===== src/bfs_pkg.sv =====
`timescale 1ns / 1ps
// Shared constants, types and helper functions for the BFS walk block.
package bfs_pkg;

  localparam int MAX_NODES = 16;
  localparam int NODE_W    = 4;   // node number field
  localparam int CNT_W     = 5;   // edge count / node count field
  localparam int ROW_W     = 16;  // adjacency row field
  localparam int PTR_W     = $clog2(MAX_NODES + 1);

  localparam logic [CNT_W-1:0] NODE_CAP = CNT_W'((MAX_NODES < ROW_W) ? MAX_NODES : ROW_W);
  localparam logic [CNT_W-1:0] NODE_COUNT_RESET = CNT_W'(6);

  localparam logic MODE_LOAD = 1'b0;
  localparam logic MODE_RUN  = 1'b1;

  localparam logic KIND_VISIT = 1'b0;
  localparam logic KIND_COUNT = 1'b1;

  // controller -> datapath
  typedef struct packed {
    logic load_row;
    logic run_init;
    logic visit;
    logic enqueue;
    logic count_emit;
  } bfs_cmd_t;

  // datapath -> controller
  typedef struct packed {
    logic start_ok;
    logic queue_nonempty;
    logic has_cand;
    logic count_last;
  } bfs_stat_t;

  // node count in use: saturate to 1..NODE_CAP
  function automatic logic [CNT_W-1:0] nodes_in_use(input logic [CNT_W-1:0] cfg);
    logic [CNT_W-1:0] n;
    n = cfg;
    if (n == '0) n = CNT_W'(1);
    if (n > NODE_CAP) n = NODE_CAP;
    return n;
  endfunction

  // lowest set bit of a nonzero row
  function automatic logic [NODE_W-1:0] lowest_bit(input logic [MAX_NODES-1:0] v);
    logic [NODE_W-1:0] idx;
    idx = '0;
    for (int i = MAX_NODES - 1; i >= 0; i--) begin
      if (v[i]) idx = NODE_W'(i);
    end
    return idx;
  endfunction

endpackage


===== src/bfs_ctrl.sv =====
`timescale 1ns / 1ps
// Sequencing state machine for the BFS walk: load, visit, expand, count.
module bfs_ctrl (
  input  logic               clk,
  input  logic               rst,
  input  logic               start,
  input  logic               mode,
  input  bfs_pkg::bfs_stat_t stat,
  output bfs_pkg::bfs_cmd_t  cmd,
  output logic               busy
);
  import bfs_pkg::*;

  typedef enum logic [1:0] {
    ST_IDLE,
    ST_VISIT,
    ST_EXPAND,
    ST_COUNT
  } state_t;

  state_t state;
  state_t state_next;

  always_comb begin
    cmd        = '0;
    state_next = state;
    case (state)
      ST_IDLE: begin
        if (start) begin
          if (mode == MODE_RUN) begin
            cmd.run_init = 1'b1;
            state_next   = stat.start_ok ? ST_VISIT : ST_COUNT;
          end else begin
            cmd.load_row = 1'b1;
          end
        end
      end
      ST_VISIT: begin
        cmd.visit  = 1'b1;
        state_next = ST_EXPAND;
      end
      ST_EXPAND: begin
        if (stat.has_cand) begin
          cmd.enqueue = 1'b1;
        end else if (stat.queue_nonempty) begin
          state_next = ST_VISIT;
        end else begin
          state_next = ST_COUNT;
        end
      end
      ST_COUNT: begin
        cmd.count_emit = 1'b1;
        if (stat.count_last) state_next = ST_IDLE;
      end
      default: begin
        state_next = ST_IDLE;
      end
    endcase
  end

  always_ff @(posedge clk) begin
    if (rst) begin
      state <= ST_IDLE;
      busy  <= 1'b0;
    end else begin
      state <= state_next;
      busy  <= (state_next != ST_IDLE);
    end
  end

endmodule


===== src/bfs_dpath.sv =====
`timescale 1ns / 1ps
// Datapath: adjacency rows, visit queue, seen marks, incoming counts, result register.
module bfs_dpath (
  input  logic                         clk,
  input  logic                         rst,
  input  bfs_pkg::bfs_cmd_t            cmd,
  output bfs_pkg::bfs_stat_t           stat,
  input  logic [bfs_pkg::CNT_W-1:0]    node_count,
  input  logic [bfs_pkg::NODE_W-1:0]   row_index,
  input  logic [bfs_pkg::ROW_W-1:0]    row_bits,
  input  logic [bfs_pkg::NODE_W-1:0]   start_node,
  output logic                         result_valid,
  output logic                         kind,
  output logic [bfs_pkg::NODE_W-1:0]   node,
  output logic [bfs_pkg::CNT_W-1:0]    edge_count,
  output logic                         last
);
  import bfs_pkg::*;

  logic [ROW_W-1:0]     adj [MAX_NODES];
  logic [NODE_W-1:0]    queue [MAX_NODES];
  logic [CNT_W-1:0]     totals [MAX_NODES];
  logic [MAX_NODES-1:0] seen;
  logic [MAX_NODES-1:0] cur_row;
  logic [PTR_W-1:0]     head;
  logic [PTR_W-1:0]     tail;
  logic [NODE_W-1:0]    cnt_idx;
  logic [CNT_W-1:0]     n_use;

  logic [CNT_W-1:0]     n_cfg;
  logic [MAX_NODES-1:0] node_mask;
  logic [NODE_W-1:0]    head_node;
  logic [MAX_NODES-1:0] head_row;
  logic [MAX_NODES-1:0] cand;
  logic [NODE_W-1:0]    cand_idx;

  assign n_cfg     = nodes_in_use(node_count);
  assign head_node = queue[head[NODE_W-1:0]];
  assign cand      = cur_row & ~seen;
  assign cand_idx  = lowest_bit(cand);

  always_comb begin
    for (int i = 0; i < MAX_NODES; i++) begin
      node_mask[i] = (CNT_W'(i) < n_use);
    end
  end

  assign head_row = adj[head_node][MAX_NODES-1:0] & node_mask;

  assign stat.start_ok       = ({1'b0, start_node} < n_cfg);
  assign stat.queue_nonempty = (head < tail);
  assign stat.has_cand       = (cand != '0);
  assign stat.count_last     = ((CNT_W'(cnt_idx) + CNT_W'(1)) == n_use);

  // control state
  always_ff @(posedge clk) begin
    if (rst) begin
      result_valid <= 1'b0;
      seen         <= '0;
      head         <= '0;
      tail         <= '0;
      cnt_idx      <= '0;
      n_use        <= CNT_W'(1);
    end else begin
      result_valid <= cmd.visit | cmd.count_emit;
      if (cmd.run_init) begin
        n_use   <= n_cfg;
        head    <= '0;
        cnt_idx <= '0;
        if (stat.start_ok) begin
          seen <= {{(MAX_NODES-1){1'b0}}, 1'b1} << start_node;
          tail <= PTR_W'(1);
        end else begin
          seen <= '0;
          tail <= '0;
        end
      end
      if (cmd.visit) head <= head + PTR_W'(1);
      if (cmd.enqueue) begin
        seen[cand_idx] <= 1'b1;
        tail           <= tail + PTR_W'(1);
      end
      if (cmd.count_emit) cnt_idx <= cnt_idx + NODE_W'(1);
    end
  end

  // payload storage
  always_ff @(posedge clk) begin
    if (cmd.load_row) adj[row_index] <= row_bits;
    if (cmd.run_init) begin
      queue[0] <= start_node;
      for (int i = 0; i < MAX_NODES; i++) totals[i] <= '0;
    end
    if (cmd.visit) begin
      cur_row <= head_row;
      for (int i = 0; i < MAX_NODES; i++) begin
        totals[i] <= totals[i] + CNT_W'(head_row[i]);
      end
      kind       <= KIND_VISIT;
      node       <= head_node;
      edge_count <= '0;
      last       <= 1'b0;
    end
    if (cmd.enqueue) queue[tail[NODE_W-1:0]] <= cand_idx;
    if (cmd.count_emit) begin
      kind       <= KIND_COUNT;
      node       <= cnt_idx;
      edge_count <= totals[cnt_idx];
      last       <= stat.count_last;
    end
  end

endmodule


===== src/bfs_walk_with_indegree_count.sv =====
`timescale 1ns / 1ps
// Top level of the BFS walk with incoming edge count: config register, controller, datapath.
//
//  channel   | handshake              | payload
//  ----------+------------------------+--------------------------------------------
//  command   | start / busy           | mode, row_index, row_bits, start_node
//  result    | result_valid (strobe)  | kind, node, edge_count, last
//  config    | cfg_we                 | cfg_data (node count)
//
// A command transfers on a clock edge with start high and busy low.
// A row load leaves busy low, so loads can stream back to back.
// A run alternates a visit step and an expand step for each queued node, where the
// expand step enqueues every newly found neighbor before moving on, then reports the
// incoming count of each node in use; a bad start node goes straight to the reports.
// Each result is shown for one cycle and must be taken then: there is no stall.
// Synchronous active-high reset; node count resets to 6, rows are unknown until loaded.
module bfs_walk_with_indegree_count (
  input  logic                         clk,
  input  logic                         rst,
  // command channel
  input  logic                         start,
  output logic                         busy,
  input  logic                         mode,
  input  logic [bfs_pkg::NODE_W-1:0]   row_index,
  input  logic [bfs_pkg::ROW_W-1:0]    row_bits,
  input  logic [bfs_pkg::NODE_W-1:0]   start_node,
  // config write
  input  logic                         cfg_we,
  input  logic [bfs_pkg::CNT_W-1:0]    cfg_data,
  // result channel
  output logic                         result_valid,
  output logic                         kind,
  output logic [bfs_pkg::NODE_W-1:0]   node,
  output logic [bfs_pkg::CNT_W-1:0]    edge_count,
  output logic                         last
);
  import bfs_pkg::*;

  logic [CNT_W-1:0] node_count;
  bfs_cmd_t         cmd;
  bfs_stat_t        stat;

  // node count register, raw value; saturation happens in the datapath
  always_ff @(posedge clk) begin
    if (rst) begin
      node_count <= NODE_COUNT_RESET;
    end else if (cfg_we) begin
      node_count <= cfg_data;
    end
  end

  bfs_ctrl u_ctrl (
    .clk   (clk),
    .rst   (rst),
    .start (start),
    .mode  (mode),
    .stat  (stat),
    .cmd   (cmd),
    .busy  (busy)
  );

  bfs_dpath u_dpath (
    .clk          (clk),
    .rst          (rst),
    .cmd          (cmd),
    .stat         (stat),
    .node_count   (node_count),
    .row_index    (row_index),
    .row_bits     (row_bits),
    .start_node   (start_node),
    .result_valid (result_valid),
    .kind         (kind),
    .node         (node),
    .edge_count   (edge_count),
    .last         (last)
  );

endmodule

===== config.mk =====
export PLATFORM = sky130hd
export DESIGN_NAME = bfs_walk_with_indegree_count
export DESIGN_NICKNAME = d
export VERILOG_FILES = /design/src/bfs_pkg.sv /design/src/bfs_ctrl.sv /design/src/bfs_dpath.sv /design/src/bfs_walk_with_indegree_count.sv
export SDC_FILE = /design/constraint.sdc
export NUM_CORES = 1
export LEC_CHECK = 0
export ABC_AREA = 0
export BUFFER_PORTS_ARGS = -buffer_cell sky130_fd_sc_hd__buf_2
export CAP_MARGIN = 10
export CORE_MARGIN = 2
export CORE_UTILIZATION = 40
export DETAILED_ROUTE_END_ITERATION = 8
export GPL_TIMING_DRIVEN = 0
export SLEW_MARGIN = 20
export SYNTH_ARGS = -nofsm -noshare
export SYNTH_HDL_FRONTEND = slang
export SYNTH_HIERARCHICAL = 1
export SYNTH_SLANG_ARGS = --single-unit

===== constraint.sdc =====
create_clock -name clk -period 7.05 [get_ports clk]
set_input_delay 1.7625 -clock clk [delete_from_list [all_inputs] [get_ports clk]]
set_output_delay 1.7625 -clock clk [all_outputs]
set_load 0.03 [all_outputs]

# After elaboration in Yosys (flattened, before gate mapping)
# Memory sizes are Yosys's and may differ from the RTL's. A register that Yosys moved wholly into a read port is not among the register bits.
# Cells that the tools add are included.
# totals
regBits,71
ramBits,400
out_inout_bits,13
mem_count,3
# op_classes
addsub,20
n_lt_le_gt_ge,21
n_eq_ne,4
shift,1
muxes,83
bitwise,21
n_reduce_logical,10
# memory_table
name,words,width,rd,rd_ports_with_merged_regs,write_ports,line_no,text
u_dpath.adj,16,16,1,0,1,bfs_dpath.sv:20,logic [ROW_W-1:0] adj [MAX_NODES];
u_dpath.totals,16,5,17,1,16,bfs_dpath.sv:22,logic [CNT_W-1:0] totals [MAX_NODES];
u_dpath.queue,16,4,1,1,1,bfs_dpath.sv:21,logic [NODE_W-1:0] queue [MAX_NODES];
# op_table
op,count
$mux W5,24
$mux W4,26
$add A5 B1 Y5,16
$mux W16,4
$lt A4 B5 Y1 const A,8
$and A16 B16 Y16,2
$lt A3 B5 Y1 const A,4
$mux W1,19
$or A1 B1 Y1,17
$mux W2,8
$not A16 Y16,1
$or A16 B16 Y16,1
$reduce_bool A16 Y1,1
$shl A1 B4 Y16 const A,1
$add A5 B1 Y5 const B,2
$lt A1 B5 Y1 const A,2
$lt A2 B5 Y1 const A,2
$reduce_bool A2 Y1,5
$pmux W2 S4,1
$add A4 B1 Y5 const B,1
$eq A5 B5 Y1,1
$gt A5 B5 Y1 const B,1
$logic_not A5 Y1,1
$lt A4 B5 Y1,1
other kinds (10),11

# Depth between registers and ports, before layout
# logic_depth
depth_word,24
mapped_depth,18
mapped_depth_nobuf,13

# Hierarchy
# Netlist, hierarchy kept.
# by_module_without_submodules
mod,n_inst,cells_each,area_per_inst_um2,seq_area_each_um2
bfs_dpath,1,1483,20494.7,13693.1
bfs_walk_with_indegree_count,1,16,182.7,100.1
bfs_ctrl,1,21,175.2,60.1

# Worst setup path before layout
# OpenSTA, ideal clock, no wires.
# synth_timing
path_type,input to register
startpoint,input mode
endpoint,"memory u_dpath.adj[0][0], enable pin"
setup_time_ps,409
arrival_ps,3853
required_ps,6641
slack_ps,2788
path_stages,3
cell_sequence,nor4b_1 or3b_2 nor3_1
# synth_via
elab_chain_len,5
# synth_lines
element,line_no,text
start: declaration,bfs_walk_with_indegree_count.sv:23,"input logic mode,"
$mux W1,bfs_ctrl.sv:30,if (mode == MODE_RUN) begin
$mux W2,bfs_ctrl.sv:29,if (start) begin
$mux W2,bfs_ctrl.sv:27,case (state)
$mux W1,bfs_dpath.sv:89,if (cmd.load_row) adj[row_index] <= row_bits;
$mux W1 (implied by the code),bfs_dpath.sv:89,
end: declaration,bfs_dpath.sv:20,
# No other way between the ends.

==> impl.org <==
** Yosys
- For this run, asynchronously set or reset flops after synthesis account for 0%.
- Share of the synthesized area in the top cell type :: between 60% and 70%
- Averaged over all synthesized cells, the footprint is between 10 and 15 um^2.
- For this run, the number of Yosys warnings is 6.
- Summing the sequential cell areas from Yosys gives between 60 and 70% of the chip area.
- Library cell occupying the most area in the post-synthesis netlist :: edfxtp_1
- Summing every instance area after synthesis gives 20900 um^2.
- Yosys mapped a number of flops with a built-in enable equal to roughly 430.
- The synthesized design contains about 480 register bits.
- Number of nets in the synthesized netlist :: between 1500 and 2000
- Dominant cells by area after synthesis :: edfxtp_1 61%, dfxtp_1 5.1%, mux4_2 4.3%
- Cells after Synth :: 1520
- Netlist cell types :: 66
- For this run, the leading register cell type out of synthesis is edfxtp_1.

** Critical path
- STA classifies the critical path startpoint as a flop.
- Worst reg2reg endpoint :: u_dpath/totals[8][4]
- At the worst endpoint, the required time is about 7.4 ns.
- In this run the worst path has a maximum fanout of 10.
- Element type at the critical path end :: flop
- Counting cells, the worst reg-to-reg path comes to 13.
- Register-to-register setup slack :: ~2.5 ns
- CP Data Arrival Time :: a little under 5 ns
- The critical path is of the reg2reg type.

** Clock tree
- Number of clock sinks :: 479
- CTS Buf Count :: 50
- Clk slew on worst S/H paths :: approximately 0.060 ns
- No sink is reached through more buffers than the 3 on the longest clock path.
- Clock root buffer master :: clkbuf_16
- Number of resized instances in the post-cts repair step :: 0
- CTS tree :: yes
- Maximum level of the CTS H-tree :: 2
- Post-CTS Setup Bufs :: 0
- After clock tree synthesis, the flow added hold-fix buffers numbering 0.
- Clk Latency, worst-skew pair :: 0.59 ns

** Global routing
- Maximum number of pins on one net before global-route repair :: between 50 and 60
- Antenna violations before repair :: 1
- Remaining global-route overflow :: 0
- Global-route wire length before repair :: approximately 80000 um
- Global-route total usage across every layer :: a little over 20%
- Number of global-route vias before repair :: roughly 13000

** Placed design
- Placer Congestion :: around 0.88
- In this run the tool buffered the top-level ports with 45 buffer cells.
- The wire-length estimate of the detail-placed layout is roughly 36000 um.

** Routing
- First-pass iteration count of the detailed router :: 5
- The detailed router placed around 13000 vias in this run.
- Residual antenna-violating net count after detailed routing :: 0
- Iteration-0 DRC count of the detailed router :: ~1500
- Via-per-instance ratio :: 5.66
- Wires add up to between 50000 and 60000 um.
- Post-route DRC violation count :: 0
- Routed wire length per instance :: about 23 um

** Power
- The analysis attributes to cell leakage a power of slightly above 8 nW.
- VDD sags by at most 0.231 mV.
- The design draws between 6 and 7 mW.
- Power spread over the standard cell area amounts to around 270 nW/um^2.

** Cells and area
- Fill cells in the final layout number ~4600.
- Layout cells sized above 1 :: between 10% and 20%
- ANT cells :: 0
- In the final layout, the multi-input gates occupy between 6000 and 7000 um^2.
- Synthesis-to-layout area growth :: 13.6%
- Final nets :: around 1700
- Most common cell after layout, fill and taps aside :: edfxtp_1
- The sequential cells in the finished layout cover a total of roughly 14000 um^2.
- Most used cells in the layout excluding fill and tap cells :: 426 x edfxtp_1, 210 x nand2_1, 100 x nor2_1

** Hold path
- Kind of path behind the tightest hold check :: reg2reg
- The worst hold path begins at u_dpath/seen[14].
- Cells on Worst Hold Path :: 2
- For hold timing, the worst endpoint is u_dpath/seen[14].

** STA
- Clock period minus worst slack :: between 4 and 5 ns
- On the final layout, the worst clock skew is 0.0139 ns.
- Summed over all failing endpoints, the final setup total negative slack is 0 ns.
- Actual transition at the worst max-transition pin :: approximately 1 ns
- Final hold viol count :: 0
- In this run the tightest slew margin relative to its limit is 33.2%.
- The max-slew violation count is 0.
- Setup violations remaining at the end of the flow were counted as 0.
- Setup repair after global routing left no endpoint under its margin.
- Timing would allow up to 218 MHz.
- Of the available clock period, the critical path in the final layout requires 65.1%.

** Floorplan
- Number of rows created at floorplan :: 83
- CORE AREA :: ~51000 um^2
- The die is 232 um wide.
- Ports :: between 40 and 50
- The die covers about 54000 um^2.
- Once the floorplan was initialized, standard cells occupied 40.6% of the core.
- Height of the die :: between 200 and 250 um

** Status
- Status :: complete, no violations

** Run
- Across the run, the number of max-cap violations was 0.
[synthesized netlist by cell type, drive strengths merged, types with 13 or more instances]
cell type,count
nor2,115
inv,18
clkbuf,40
a21oi,50
xnor2,21
and2,40
buf,38
nand2,212
o21ai,30
nor3,20
nand3,71
nand2b,17
xor2,34
mux4,40
dfxtp,53
nand4,13
ha,45
mux2i,84
nor2b,15
edfxtp,426
a32oi,26
[worst max-delay path, cell delays in order, from the launching register on]
cell	delay (ns)
dfxtp_1	0.33
buf_2	0.24
buf_2	0.32
mux4_2	0.36
mux2_2	0.32
o21ai_4	0.42
clkbuf_1	0.68
nand4_1	0.20
a31oi_1	0.64
ha_1	0.31
ha_1	0.19
nand3_1	0.10
xor2_1	0.15
nor2_1	0.05
[how the worst max path moves through the flow]
| stage | endpoint | slack, ns | depth (start not counted) |
|---|---|---|---|
| after floorplan | u_dpath/adj[0][0] | 2.79 | 3 |
| after global placement | u_dpath/adj[0][9] | 0.09 | 4 |
| after detailed placement | u_dpath/totals[8][4] | 2.52 | 13 |
| after CTS | u_dpath/totals[8][4] | 2.48 | 13 |
| after global routing | u_dpath/totals[8][4] | 2.28 | 13 |
| final | u_dpath/totals[8][4] | 2.46 | 13 |
[per-stage QoR]
step / util, % / std cells / instance area [um^2] / worst slack [ns] / hold slack, ns
floorplan: - / 1520 / 20900 / 2.79 / 0.407
global placement: 42.7 / 2245 / 21900 / 0.0899 / 0.430
detailed placement: 43.1 / 2255 / 22100 / 2.52 / 0.434
CTS: 46.1 / 2345 / 23700 / 2.48 / 0.446
global route: 46.1 / 2345 / 23700 / 2.28 / 0.480
finish: 46.1 / 2345 / 23700 / 2.46 / 0.447
[final cells by class]
class	count	share of cell area (%)
sequential	479	58.5
tap	680	3.59
buffer	78	1.60
clock inverter	28	0.961
clock buffer	62	5.56
inverter	20	0.322
timing repair buffer	55	1.33
multi-input combinational	943	28.2
[kinds of logic (layout without fill, tap and decap cells)]
family                   Yosys count  count (layout)  synth area share (%)
AO/OA/AOI/OAI                    183             183                  6.10
XOR/XNOR                          55              55                  2.31
adder cells (fa/ha/maj)           45              45                  2.70
buffers and inverters             98             243                  2.18
flip-flops                       479             479                  66.4
multiplexers                     128             128                  8.57
AND/OR/NAND/NOR                  532             532                  11.7
[flip-flops by register name, summed over array words and instances, names as in the netlist, 4 cells and up, named ones only]
signal	flops
node_count	5
u_dpath/adj	256
u_dpath/cnt_idx	4
u_dpath/cur_row	16
u_dpath/edge_count	5
u_dpath/head	5
u_dpath/n_use	5
u_dpath/node	4
u_dpath/queue	64
u_dpath/seen	16
u_dpath/tail	5
u_dpath/totals	80
[power by group]
group          internal, mW  switching [mW]  leakage, nW
sequential             3.18          0.0471         4.33
combinational         0.215           0.470         3.07
clock                  1.46            1.07        0.750
total                  4.86            1.59         8.14
[routing by layer]
metal | wire [um] | part of all wire [%] | GRT usage (%)
met2 | 25200 | 47 | 32.6
met5 | 19 | 0.035 | 0
met3 | 3780 | 7.0 | 3.22
met4 | 1390 | 2.6 | 6.33
met1 | 23500 | 44 | 27.8
(Power assumes the default switching activity.)
